<file path="config.mk">
export PLATFORM = sky130hd
export DESIGN_NAME = adsr_envelope_generator_core_flat
export DESIGN_NICKNAME = d
export VERILOG_FILES = /design/src/rtl/core/adsr_pkg.sv /design/src/rtl/core/adsr_req_if.sv /design/src/rtl/core/adsr_res_if.sv /design/src/rtl/core/adsr_envelope_generator_core.sv /design/src/rtl/core/adsr_datapath.sv /design/src/rtl/core/adsr_skid.sv /design/src/flat_wrapper.sv
export SDC_FILE = /design/constraint.sdc
export NUM_CORES = 2
export LEC_CHECK = 0
export BUFFER_PORTS_ARGS = -buffer_cell sky130_fd_sc_hd__buf_2
export CAP_MARGIN = 20
export CORE_ASPECT_RATIO = 1.25
export CORE_MARGIN = 5
export CORE_UTILIZATION = 44
export CTS_BUF_LIST = sky130_fd_sc_hd__clkbuf_16
export DETAILED_ROUTE_END_ITERATION = 10
export SETUP_SLACK_MARGIN = 0.5
export SLEW_MARGIN = 40
export SYNTH_ARGS = -nofsm -noshare
export SYNTH_HDL_FRONTEND = slang
export SYNTH_SLANG_ARGS = --single-unit
</file>
<file path="constraint.sdc">
create_clock -name i_clk -period 24.5 [get_ports i_clk]
set_input_delay 3.675 -clock i_clk [delete_from_list [all_inputs] [get_ports i_clk]]
set_output_delay 3.675 -clock i_clk [all_outputs]
set_load 0.1 [all_outputs]
</file>
<file path="src/rtl/core/adsr_pkg.sv">
`timescale 1ns / 1ps
// Shared types and codes for the ADSR envelope generator.
// No dependencies; imported by the datapath, the top level and the testbench.
package adsr_pkg;

    typedef enum logic [2:0] {
        ST_IDLE    = 3'd0,
        ST_ATTACK  = 3'd1,
        ST_DECAY   = 3'd2,
        ST_SUSTAIN = 3'd3,
        ST_RELEASE = 3'd4
    } t_stage;

    typedef logic [1:0] t_req;

    localparam t_req REQ_TICK     = 2'd0;
    localparam t_req REQ_NOTE_ON  = 2'd1;
    localparam t_req REQ_NOTE_OFF = 2'd2;

endpackage

</file>
<file path="src/rtl/core/adsr_req_if.sv">
`timescale 1ns / 1ps
// Request channel: tick, note-on or note-off with envelope settings.
// Valid/ready handshake; widths follow FRAC_BITS.
interface adsr_req_if #(
    parameter int FRAC_BITS = 24
);
    logic                 valid;
    logic                 ready;
    logic [1:0]           req_type;
    logic [FRAC_BITS:0]   attack_step;
    logic [FRAC_BITS-1:0] decay_factor;
    logic [FRAC_BITS:0]   hold_level;
    logic [FRAC_BITS-1:0] fade_factor;

    modport source (
        output valid, req_type, attack_step, decay_factor, hold_level, fade_factor,
        input  ready
    );
    modport sink (
        input  valid, req_type, attack_step, decay_factor, hold_level, fade_factor,
        output ready
    );
endinterface

</file>
<file path="src/rtl/core/adsr_res_if.sv">
`timescale 1ns / 1ps
// Result channel: envelope level and stage after each tick.
// Valid/ready handshake; level width follows FRAC_BITS.
interface adsr_res_if #(
    parameter int FRAC_BITS = 24
);
    logic               valid;
    logic               ready;
    logic [FRAC_BITS:0] level;
    logic [2:0]         stage;

    modport source (
        output valid, level, stage,
        input  ready
    );
    modport sink (
        input  valid, level, stage,
        output ready
    );
endinterface

</file>
<file path="src/rtl/core/adsr_envelope_generator_core.sv">
`timescale 1ns / 1ps
// One-voice ADSR envelope generator, unsigned Q1.FRAC_BITS levels.
// Depends on adsr_pkg, adsr_req_if, adsr_res_if, adsr_datapath, adsr_skid.
//
// Every request (tick, note-on, note-off) is taken one per clock while the request
// side has space. A tick updates the level with one add or one multiply against the
// running level and presents the new level and stage on the result channel through
// the result register, or the skid entry while the output stalls. Note-on and
// note-off give no result. The result register is backed by one skid entry, so
// requests keep flowing while a result waits; the request side stalls only when
// both are occupied. The decay term (1 - k) * sustain is precomputed in a register.
module adsr_envelope_generator_core import adsr_pkg::*; #(
    parameter int FRAC_BITS = 24
) (
    input  logic       i_clk,
    input  logic       i_rst_n,
    adsr_req_if.sink   i_req,
    adsr_res_if.source o_res
);

    logic                 w_acc;
    logic                 w_push;
    logic                 w_space;
    logic [FRAC_BITS:0]   w_level;
    logic [2:0]           w_stage;

    assign i_req.ready = w_space;
    assign w_acc       = i_req.valid && w_space;

    adsr_datapath #(
        .FRAC_BITS (FRAC_BITS)
    ) u_datapath (
        .i_clk          (i_clk),
        .i_rst_n        (i_rst_n),
        .i_acc          (w_acc),
        .i_req_type     (i_req.req_type),
        .i_attack_step  (i_req.attack_step),
        .i_decay_factor (i_req.decay_factor),
        .i_hold_level   (i_req.hold_level),
        .i_fade_factor  (i_req.fade_factor),
        .o_push         (w_push),
        .o_level        (w_level),
        .o_stage        (w_stage)
    );

    adsr_skid #(
        .FRAC_BITS (FRAC_BITS)
    ) u_skid (
        .i_clk   (i_clk),
        .i_rst_n (i_rst_n),
        .i_push  (w_push),
        .i_level (w_level),
        .i_stage (w_stage),
        .o_space (w_space),
        .o_valid (o_res.valid),
        .i_ready (o_res.ready),
        .o_level (o_res.level),
        .o_stage (o_res.stage)
    );

endmodule

</file>
<file path="src/rtl/core/adsr_datapath.sv">
`timescale 1ns / 1ps
// Envelope state, stage sequencing and per-tick level update.
// Depends on adsr_pkg.
module adsr_datapath import adsr_pkg::*; #(
    parameter int FRAC_BITS = 24
) (
    input  logic                 i_clk,
    input  logic                 i_rst_n,
    input  logic                 i_acc,
    input  logic [1:0]           i_req_type,
    input  logic [FRAC_BITS:0]   i_attack_step,
    input  logic [FRAC_BITS-1:0] i_decay_factor,
    input  logic [FRAC_BITS:0]   i_hold_level,
    input  logic [FRAC_BITS-1:0] i_fade_factor,
    output logic                 o_push,
    output logic [FRAC_BITS:0]   o_level,
    output logic [2:0]           o_stage
);

    localparam int LW = FRAC_BITS + 1;
    localparam int CW = FRAC_BITS;
    localparam longint unsigned ONE_L        = 64'd1 << FRAC_BITS;
    localparam longint unsigned DECAY_SNAP_L = (ONE_L + 64'd500) / 64'd1000;
    localparam longint unsigned FADE_SNAP_L  = (ONE_L + 64'd5000) / 64'd10000;
    localparam logic [LW-1:0] ONE_W        = LW'(ONE_L);
    localparam logic [LW:0]   ONE_X        = (LW+1)'(ONE_L);
    localparam logic [LW:0]   DECAY_SNAP_X = (LW+1)'(DECAY_SNAP_L);
    localparam logic [LW-1:0] FADE_SNAP_W  = LW'(FADE_SNAP_L);

    t_stage         r_stage, n_stage;
    logic [LW-1:0]  r_level, n_level;
    logic [LW-1:0]  r_step;
    logic [CW-1:0]  r_decay;
    logic [CW-1:0]  r_fade;
    logic [LW-1:0]  r_hold;
    logic [LW-1:0]  r_hold_term;

    logic           w_tick;
    logic [LW:0]    w_att_sum;
    logic           w_att_full;
    logic [CW+LW-1:0] w_dec_prod;
    logic [LW:0]    w_dec_sum;
    logic           w_dec_snap;
    logic [LW-1:0]  w_dec_lvl;
    logic [CW+LW-1:0] w_rel_prod;
    logic [LW-1:0]  w_rel_lvl;
    logic           w_rel_snap;
    logic [LW-1:0]  w_one_minus;
    logic [2*LW-1:0] w_ht_prod;

    assign w_tick = i_acc && (i_req_type == REQ_TICK);

    assign w_att_sum  = {1'b0, r_level} + {1'b0, r_step};
    assign w_att_full = (w_att_sum >= ONE_X);

    // constant part of the decay glide, (1 - k) * sustain, refreshed every cycle
    assign w_one_minus = ONE_W - {1'b0, r_decay};
    assign w_ht_prod   = w_one_minus * r_hold;

    assign w_dec_prod = r_decay * r_level;
    assign w_dec_sum  = {1'b0, w_dec_prod[CW+LW-1:FRAC_BITS]} + {1'b0, r_hold_term};
    assign w_dec_snap = (w_dec_sum <= ({1'b0, r_hold} + DECAY_SNAP_X));
    assign w_dec_lvl  = (w_dec_sum > ONE_X) ? ONE_W : w_dec_sum[LW-1:0];

    assign w_rel_prod = r_level * r_fade;
    assign w_rel_lvl  = w_rel_prod[CW+LW-1:FRAC_BITS];
    assign w_rel_snap = (w_rel_lvl < FADE_SNAP_W);

    always_comb begin
        n_stage = r_stage;
        if (i_acc) begin
            case (i_req_type)
                REQ_NOTE_ON: begin
                    n_stage = ST_ATTACK;
                end
                REQ_NOTE_OFF: begin
                    if (r_stage != ST_IDLE) begin
                        n_stage = ST_RELEASE;
                    end
                end
                REQ_TICK: begin
                    case (r_stage)
                        ST_ATTACK:  n_stage = w_att_full ? ST_DECAY : ST_ATTACK;
                        ST_DECAY:   n_stage = w_dec_snap ? ST_SUSTAIN : ST_DECAY;
                        ST_SUSTAIN: n_stage = ST_SUSTAIN;
                        ST_RELEASE: n_stage = w_rel_snap ? ST_IDLE : ST_RELEASE;
                        default:    n_stage = ST_IDLE;
                    endcase
                end
                default: begin
                    n_stage = r_stage;
                end
            endcase
        end
    end

    always_comb begin
        n_level = r_level;
        if (w_tick) begin
            case (r_stage)
                ST_ATTACK:  n_level = w_att_full ? ONE_W : w_att_sum[LW-1:0];
                ST_DECAY:   n_level = w_dec_snap ? r_hold : w_dec_lvl;
                ST_SUSTAIN: n_level = r_hold;
                ST_RELEASE: n_level = w_rel_snap ? '0 : w_rel_lvl;
                default:    n_level = '0;
            endcase
        end
    end

    always_ff @(posedge i_clk) begin
        if (!i_rst_n) begin
            r_stage <= ST_IDLE;
            r_level <= '0;
            r_step  <= '0;
            r_decay <= '0;
            r_fade  <= '0;
            r_hold  <= '0;
        end else begin
            r_stage <= n_stage;
            r_level <= n_level;
            if (i_acc && (i_req_type == REQ_NOTE_ON)) begin
                r_step  <= (i_attack_step > ONE_W) ? ONE_W : i_attack_step;
                r_decay <= i_decay_factor;
                r_hold  <= (i_hold_level > ONE_W) ? ONE_W : i_hold_level;
                r_fade  <= i_fade_factor;
            end else if (i_acc && (i_req_type == REQ_NOTE_OFF) && (r_stage != ST_IDLE)) begin
                r_fade <= i_fade_factor;
            end
        end
    end

    // decay is reached only after an attack tick, so the lag of this register is fine
    always_ff @(posedge i_clk) begin
        r_hold_term <= w_ht_prod[LW+FRAC_BITS-1:FRAC_BITS];
    end

    assign o_push  = w_tick;
    assign o_level = n_level;
    assign o_stage = n_stage;

    a_level_max: assert property (@(posedge i_clk) disable iff (!i_rst_n)
        r_level <= ONE_W)
        else $error("envelope level above full scale");

    a_idle_zero: assert property (@(posedge i_clk) disable iff (!i_rst_n)
        (r_stage == ST_IDLE) |-> (r_level == '0))
        else $error("nonzero level while idle");

    a_sustain_hold: assert property (@(posedge i_clk) disable iff (!i_rst_n)
        (r_stage == ST_SUSTAIN) |-> (r_level == r_hold))
        else $error("sustain level differs from hold register");

    a_note_on: assert property (@(posedge i_clk) disable iff (!i_rst_n)
        (i_acc && (i_req_type == REQ_NOTE_ON)) |=> (r_stage == ST_ATTACK))
        else $error("note-on did not enter attack");

endmodule

</file>
<file path="src/rtl/core/adsr_skid.sv">
`timescale 1ns / 1ps
// Output register with one skid entry for the result channel.
// No package dependencies.
module adsr_skid #(
    parameter int FRAC_BITS = 24
) (
    input  logic               i_clk,
    input  logic               i_rst_n,
    input  logic               i_push,
    input  logic [FRAC_BITS:0] i_level,
    input  logic [2:0]         i_stage,
    output logic               o_space,
    output logic               o_valid,
    input  logic               i_ready,
    output logic [FRAC_BITS:0] o_level,
    output logic [2:0]         o_stage
);

    localparam int DW = FRAC_BITS + 4;

    logic          r_o_valid;
    logic [DW-1:0] r_o_data;
    logic          r_sk_valid;
    logic [DW-1:0] r_sk_data;
    logic          w_load;

    assign w_load = !r_o_valid || i_ready;

    always_ff @(posedge i_clk) begin
        if (!i_rst_n) begin
            r_o_valid  <= 1'b0;
            r_sk_valid <= 1'b0;
        end else if (w_load) begin
            if (r_sk_valid) begin
                r_o_valid  <= 1'b1;
                r_sk_valid <= 1'b0;
            end else begin
                r_o_valid <= i_push;
            end
        end else if (i_push) begin
            r_sk_valid <= 1'b1;
        end
    end

    always_ff @(posedge i_clk) begin
        if (w_load) begin
            r_o_data <= r_sk_valid ? r_sk_data : {i_level, i_stage};
        end else if (i_push) begin
            r_sk_data <= {i_level, i_stage};
        end
    end

    assign o_space = !r_sk_valid;
    assign o_valid = r_o_valid;
    assign o_level = r_o_data[DW-1:3];
    assign o_stage = r_o_data[2:0];

    a_sk_behind_out: assert property (@(posedge i_clk) disable iff (!i_rst_n)
        r_sk_valid |-> r_o_valid)
        else $error("skid entry held with empty output register");

    a_no_overrun: assert property (@(posedge i_clk) disable iff (!i_rst_n)
        i_push |-> !r_sk_valid)
        else $error("transfer pushed into full skid entry");

    a_sk_fill: assert property (@(posedge i_clk) disable iff (!i_rst_n)
        $rose(r_sk_valid) |-> $past(r_o_valid && !i_ready && i_push))
        else $error("skid entry filled without a stalled output");

endmodule

</file>
<file path="src/flat_wrapper.sv">
// flat-port wrapper written by rule: the top's interface ports become plain ports
module adsr_envelope_generator_core_flat import adsr_pkg::*;
#(
    parameter int FRAC_BITS = 24
)
  (i_clk, i_rst_n, i_req_valid, i_req_req_type, i_req_attack_step, i_req_decay_factor, i_req_hold_level, i_req_fade_factor, i_req_ready, o_res_valid, o_res_level, o_res_stage, o_res_ready);
  adsr_req_if #(.FRAC_BITS(FRAC_BITS)) i_req_i ();
  adsr_res_if #(.FRAC_BITS(FRAC_BITS)) o_res_i ();
  input  logic i_clk;
  input  logic i_rst_n;
  input wire logic [$bits(i_req_i.valid)-1:0] i_req_valid;
  input wire logic [$bits(i_req_i.req_type)-1:0] i_req_req_type;
  input wire logic [$bits(i_req_i.attack_step)-1:0] i_req_attack_step;
  input wire logic [$bits(i_req_i.decay_factor)-1:0] i_req_decay_factor;
  input wire logic [$bits(i_req_i.hold_level)-1:0] i_req_hold_level;
  input wire logic [$bits(i_req_i.fade_factor)-1:0] i_req_fade_factor;
  output wire logic [$bits(i_req_i.ready)-1:0] i_req_ready;
  output wire logic [$bits(o_res_i.valid)-1:0] o_res_valid;
  output wire logic [$bits(o_res_i.level)-1:0] o_res_level;
  output wire logic [$bits(o_res_i.stage)-1:0] o_res_stage;
  input wire logic [$bits(o_res_i.ready)-1:0] o_res_ready;
  assign i_req_i.valid = i_req_valid;
  assign i_req_i.req_type = i_req_req_type;
  assign i_req_i.attack_step = i_req_attack_step;
  assign i_req_i.decay_factor = i_req_decay_factor;
  assign i_req_i.hold_level = i_req_hold_level;
  assign i_req_i.fade_factor = i_req_fade_factor;
  assign i_req_ready = i_req_i.ready;
  assign o_res_valid = o_res_i.valid;
  assign o_res_level = o_res_i.level;
  assign o_res_stage = o_res_i.stage;
  assign o_res_i.ready = o_res_ready;
  adsr_envelope_generator_core #(.FRAC_BITS(FRAC_BITS)) u_core (.i_clk(i_clk), .i_rst_n(i_rst_n), .i_req(i_req_i), .o_res(o_res_i));
endmodule
</file>
==> Word level (Yosys, flattened, before mapping) <==
Index checks and enable logic that the tools add are counted.
{ "op_classes": {"n_eq_ne": 6, "mux": 19, "order_cmp": 6, "reduce_logical": 13, "n_addsub": 4, "multipliers": 3, "bitwise_logic": 2} }
{ "op_table": {"columns": ["operator", "n"], "rows": [
  ["two-way mux 25 bit", 7],
  ["case mux 25 bit (4 select lines)", 1],
  ["adder 25 x 25 -> 26 bit", 2],
  ["> comparator 25 bit (second input constant)", 2],
  ["multiplier 24 x 25 -> 49 bit", 1],
  ["multiplier 25 x 24 -> 49 bit", 1],
  ["multiplier 25 x 25 -> 49 bit", 1],
  ["two-way mux 24 bit", 2],
  ["two-way mux 28 bit", 1],
  ["adder 25 x 15 -> 26 bit (second input constant)", 1],
  [">= comparator 26 x 25 -> 1 bit (second input constant)", 1],
  ["> comparator 26 x 25 -> 1 bit (second input constant)", 1],
  ["<= comparator 26 bit", 1],
  ["< comparator 25 x 11 -> 1 bit (second input constant)", 1],
  ["subtractor 25 x 24 -> 25 bit (first input constant)", 1],
  ["case mux 3 bit (4 select lines)", 1],
  ["two-way mux 3 bit", 3],
  ["case mux 3 bit (3 select lines)", 1],
  ["== test 3 x 2 -> 1 bit (second input constant)", 2],
  ["logical AND 1 bit", 5],
  ["== test 3 x 1 -> 1 bit (second input constant)", 1],
  ["== test 3 bit (second input constant)", 1],
  ["nonzero test 3 bit", 1],
  ["== test 2 x 1 -> 1 bit (second input constant)", 1],
  ["other kinds (10)", 13]
]} }
{ "totals": {"register_bits": 209, "word_cells": 64, "input_bits": 104, "out_inout_bits": 30} }

==> Depth between registers and ports, before layout <==
{ "depth": {"depth_word": 8, "depth_mapped": 49, "depth_no_buf": 46} }

==> Modules after synthesis <==
From an unflattened synthesis, not the netlist that was laid out.
{ "unflattened": {"hier_cells": 7846, "hier_area_um2": 69335.2} }
{ "by_module_without_submodules": {"columns": ["mod", "area_each_um2", "instances", "cells_per_inst", "seq_area_each_um2"], "rows": [
  ["adsr_datapath", 67214.5, 1, 7749, 3022.9],
  ["adsr_skid", 2114.5, 1, 96, 1721.7],
  ["adsr_envelope_generator_core", 6.3, 1, 1, 0.0]
]} }

==> Least setup slack after synthesis <==
OpenSTA, ideal clock, no wires.
{ "synth_path": {"path_type": "reg2reg", "start": "register u_core.u_datapath.r_decay[3]", "end": "register u_core.u_skid.r_o_data[25] (data pin)", "path_stages_with_launch": 47, "required_ns": 24.239, "path_slack_ns": 13.916, "path_buffers": 3, "setup_time_ns": 0.261, "synth_period_minus_slack_ns": 10.584, "arrival_ns": 10.322, "cell_sequence": "dfxtp_1 -> clkbuf_1 -> buf_1 -> nand2_1 -> fa_1 -> inv_1 -> fa_1 -> inv_1 -> fa_1 -> fa_1 -> inv_1 -> fa_1 -> fa_1 -> inv_1 -> fa_1 -> inv_1 -> ha_1 -> nand4_1 -> [11 not listed] -> a21boi_0 -> a21oi_1 -> o31ai_1 -> mux2_2 -> nor2_1 -> ha_1 -> nand2_1 -> o21ai_0 -> a211oi_1 -> a31oi_1 -> o21ai_0 -> nor2b_1 -> o21a_1 -> clkbuf_1 -> a22oi_1 -> a21oi_1 -> a221o_1 -> mux2_2"} }
{ "synth_via": {"elab_chain_cells": 8, "elab_cells_between_ends": 9, "classes_between": "add/sub: 1; mul: 1; order compare: 2; mux: 5"} }
{ "synth_rtl": {"columns": ["item", "line", "text"], "rows": [
  ["start, declared", "adsr_datapath.sv:33", "logic [CW-1:0] r_decay;"],
  ["start signal, assigned", "adsr_datapath.sv:123", "r_decay <= i_decay_factor;"],
  ["multiplier 24 x 25 -> 49 bit (*)", "adsr_datapath.sv:60", "assign w_dec_prod = r_decay * r_level;"],
  ["adder 25 x 25 -> 26 bit (*)", "adsr_datapath.sv:61", "assign w_dec_sum = {1'b0, w_dec_prod[CW+LW-1:FRAC_BITS]} + {1'b0, r_hold_term};"],
  ["> comparator 26 x 25 -> 1 bit", "adsr_datapath.sv:63", "assign w_dec_lvl = (w_dec_sum > ONE_X) ? ONE_W : w_dec_sum[LW-1:0];"],
  ["two-way mux 25 bit", "adsr_datapath.sv:63", null],
  ["two-way mux 25 bit (*)", "adsr_datapath.sv:102", "ST_DECAY: n_level = w_dec_snap ? r_hold : w_dec_lvl;"],
  ["case mux 25 bit (4 select lines) (*)", "adsr_datapath.sv:100", "case (r_stage)"],
  ["two-way mux 25 bit (*)", "adsr_datapath.sv:99", "if (w_tick) begin"],
  ["net u_core.u_datapath.o_level[22]", "adsr_datapath.sv:16", "output logic [FRAC_BITS:0] o_level,"],
  ["two-way mux 28 bit (*)", "adsr_skid.sv:47", "r_o_data <= r_sk_valid ? r_sk_data : {i_level, i_stage};"],
  ["end signal, assigned", "adsr_skid.sv:47", null],
  ["end, declared", "adsr_skid.sv:22", "logic [DW-1:0] r_o_data;"]
]} }
Mark *: on every way through the listed nets, which the timed path passes. The rest lies on a longest branch.
A chain may end at the register's enable or synchronous reset.

==> Worst setup path after layout <==
{ "layout_path": {"start": "register u_core.u_datapath.r_level[19]", "end": "register u_core.u_skid.r_o_data[25] (data pin)"} }
{ "layout_via": {"elab_chain_cells": 8, "elab_cells_between_ends": 15, "classes_between": "add/sub: 2; mul: 2; order compare: 4; mux: 7"} }
{ "layout_rtl": {"columns": ["item", "line", "text"], "rows": [
  ["start, declared", "adsr_datapath.sv:31", "logic [LW-1:0] r_level, n_level;"],
  ["start signal, assigned", "adsr_datapath.sv:120", "r_level <= n_level;"],
  ["multiplier 24 x 25 -> 49 bit", "adsr_datapath.sv:60", null],
  ["adder 25 x 25 -> 26 bit", "adsr_datapath.sv:61", null],
  ["> comparator 26 x 25 -> 1 bit", "adsr_datapath.sv:63", null],
  ["two-way mux 25 bit", "adsr_datapath.sv:63", null],
  ["two-way mux 25 bit", "adsr_datapath.sv:102", null],
  ["case mux 25 bit (4 select lines) (*)", "adsr_datapath.sv:100", null],
  ["two-way mux 25 bit (*)", "adsr_datapath.sv:99", null],
  ["net u_core.u_datapath.o_level[22]", "adsr_datapath.sv:16", null],
  ["two-way mux 28 bit (*)", "adsr_skid.sv:47", null]
]} }
Marks and branches as above.

==> results.json <==
{
  "cp-end-kind": "flip-flop",
  "cts_max_level": 1,
  "hold_path_class": "flip-flop to flip-flop",
  "yosysUniqueCellTypes": 90,
  "synth_enable_flop_cells": 56,
  "synth_fp_nets": 10070,
  "syn-instance-count": 7833,
  "power.leakage_uw": 0.03589,
  "cts_buffers": 30,
  "cpLargestDelayFamily": "compound AO/OA/AOI/OAI gates",
  "grt_start_max_net_pins": 52,
  "die_w_um": 364.4,
  "ys_seq_area_share_pct": 6.869,
  "detailed_place_hpwl_um": 165700,
  "die-area_um2": 165100,
  "wl_met1_um": 84440,
  "slew_headroom_pct": 42.29,
  "post-cts-setup-buffer-count": 0,
  "ys_seq_elements": 209,
  "ys_top_cells_by_count": "inv_1 (1648), fa_1 (1532), nand2_1 (1333)",
  "fin_crit_sh_pct": 53.66,
  "routed_via_density": 5.485,
  "synth.most_common_cell": "inv_1",
  "powerDensity_nw_per_um2": 19.25,
  "avgSynthCellArea_um2": 8.818,
  "area_delta_synth_final_pct": 5.697,
  "crit_top_cell": "fa_1",
  "yosys.area.top_type": "fa_1",
  "io_pins": 134,
  "drc": 0,
  "tns_ps": 0,
  "start_util_pct": 44.25,
  "yosys_warnings": 0,
  "tritoncts": "yes",
  "nets": 9908,
  "clkSinkCount": 209,
  "path_clk_slew_ps": 60,
  "rows": 162,
  "grt_pass1_wl_um": 343300,
  "synthTopCellsByArea": "fa_1 (44%), ha_1 (11%), inv_1 (9.0%), nand2_1 (7.2%), and2_1 (6.5%)",
  "maxCapViolations": 0,
  "min_period_ps": 13150,
  "avgRoutedWirePerCell_um": 22.31,
  "synth_top_area_share_pct": 44.40,
  "cts.path.max_buffers": 3,
  "cp.arrival_ps": 13570,
  "clock_latency_ps": 680,
  "critPathSlowestCell": "dfxtp_2",
  "worstSetupStartpointType": "flip-flop",
  "first_pass_iters": 7,
  "hold_buffers": 0,
  "grt_pass1_vias": 58710,
  "crit_buf_inv": 5,
  "ctsResizeCount": 0,
  "multiInputGateArea_um2": 56730,
  "core-area_um2": 156100,
  "setup_viol": 0,
  "run_status": "finished clean",
  "gp_congestion": 0.9373,
  "max_stage_delay_ps": 890,
  "die_h_um": 453.0,
  "synthesis.area_um2": 69070,
  "port_buffers": 133,
  "rsz0062_at_grt": "no",
  "required_ps": 24930,
  "critPathKind": "flip-flop to flip-flop",
  "antenna_found_initial": 5,
  "slew_violations": 0,
  "cp_max_fo": 27,
  "hold_ws_ps": 465.8,
  "worst_pin_slew_ps": 865.6,
  "final-hold-violation-count": 0,
  "seqCellArea_um2": 4788,
  "wl_met2_um": 108000,
  "fin_skew_ps": 36.63,
  "fmax_mhz": 76.07,
  "peakVddDrop_v": 0.00006394,
  "async_flop_share_pct": 0,
  "fillers": 15260,
  "synth_flop_cell": "dfxtp_1",
  "routed_wl_um": 217500,
  "grt_use_total_pct": 27.01,
  "cts_root_buf": "clkbuf_16",
  "ant_nets": 0,
  "grt-ovfl-total": 0,
  "dr_total_vias": 53490,
  "drtIter0Drc": 3298,
  "wl_met3_um": 14900,
  "drive_above_1_share_pct": 5.767,
  "highest_layer": "met5"
}
per-stage QoR:
step | utilization, % | total power, uW | worst slack [ps] | area (um^2) | cells
5_1_grt | 46.77 | 1480 | 10560 | 73000 | 9749
3_3_place_gp | 46.07 | 945.2 | 11010 | 71900 | 9690
6_report | 46.78 | 1405 | 11350 | 73010 | 9752
2_1_floorplan | - | 721.4 | 13920 | 69070 | 7833
3_5_place_dp | 46.14 | 953.8 | 11390 | 72010 | 9693
4_1_cts | 46.77 | 1419 | 11330 | 72990 | 9749
where the power goes:
| part | switching, uW | internal (uW) |
|---|---|---|
| clock | 213 | 240 |
| sequential | 14.2 | 372 |
| combinational | 394 | 172 |
| total | 621 | 785 |
registers in the layout, summed over array words and instances, names as in the netlist:
signal / flops
u_core.u_datapath.r_fade: 24
u_core.u_datapath.r_stage: 3
u_core.u_skid.r_sk_data: 28
u_core.u_skid.r_sk_valid: 1
u_core.u_skid.r_o_data: 28
u_core.u_skid.o_valid: 1
u_core.u_datapath.r_hold: 25
u_core.u_datapath.r_decay: 24
u_core.u_datapath.r_level: 25
u_core.u_datapath.r_hold_term: 25
u_core.u_datapath.r_step: 25
worst min-delay path: cells and delay by family (launching register included):
kind	cells	cell delay [ps]
DFF	1	310
AOI/OAI and AO/OA	1	50
and+or+nand+nor	1	50
logic make-up (layout without fill, tap and decap cells):
kind of cell	after synthesis	after routing	synth area share, %
other	0	3	0
multiplexers	38	38	0.5761
buffers and inverters	2112	1978	11.50
AO/OA/AOI/OAI	665	665	6.532
flip-flops	209	209	6.869
adder cells (fa/ha/maj)	2129	2129	55.22
XOR/XNOR	154	154	1.953
AND/OR/NAND/NOR	2526	2526	17.35
per-layer routing:
| metal | track usage [%] | up-vias |
|---|---|---|
| met5 | 0 | - |
| met1 | 33.45 | 27770 |
| met2 | 47.60 | 1959 |
| met3 | 3.951 | 512 |
| met4 | 10.55 | 4 |
| li1 | - | 23250 |
final cells by class:
class                   instances  share of cell area, %
clock buffers                  30                  1.028
diodes                          3                0.01028
clock inverters                26                 0.3171
multi-input cells            5512                  77.71
repair buffers                273                  2.382
well taps                    2050                  3.513
flip-flops and latches        209                  6.559
inverters                    1649                  8.482
cell usage in the layout (no fill, tap or decap), drive strengths merged, types with 11 or more instances in the layout:
cell type and count:
o21bai 18, and2 721, o22ai 13, clkbuf 30, edfxtp 56, a211o 11
a21oi 186, inv 1660, a32oi 14, xor2 56, xnor2 98, o21a 23
ha 597, o211ai 45, fa 1532, nor4 26, nand2 1333, a31oi 19
nand3 42, nand4 34, nor2 188, nand2b 22, dfxtp 153, mux2i 27
nor2b 22, clkinv 13, a211oi 22, nor3 46, and3 23, and4 14
buf 273, or3 16, mux2 11, o21ai 97, a21o 53, o31ai 12
a22oi 57
path summary, 6_finish.rpt:
kind | slack, ps | startpoint | end | cells after the start
setup / recovery | 11350 | u_core.u_datapath.r_level[19] | u_core.u_skid.r_o_data[25] | 43
hold / removal | 470 | u_core.u_datapath.r_decay[10] | u_core.u_datapath.r_decay[10] | 2
setup reg to reg | 11350 | u_core.u_datapath.r_level[19] | u_core.u_skid.r_o_data[25] | 43
hold reg to reg | 470 | u_core.u_datapath.r_decay[10] | u_core.u_datapath.r_decay[10] | 2
Note: power is estimated with default switching activity, not from simulation.
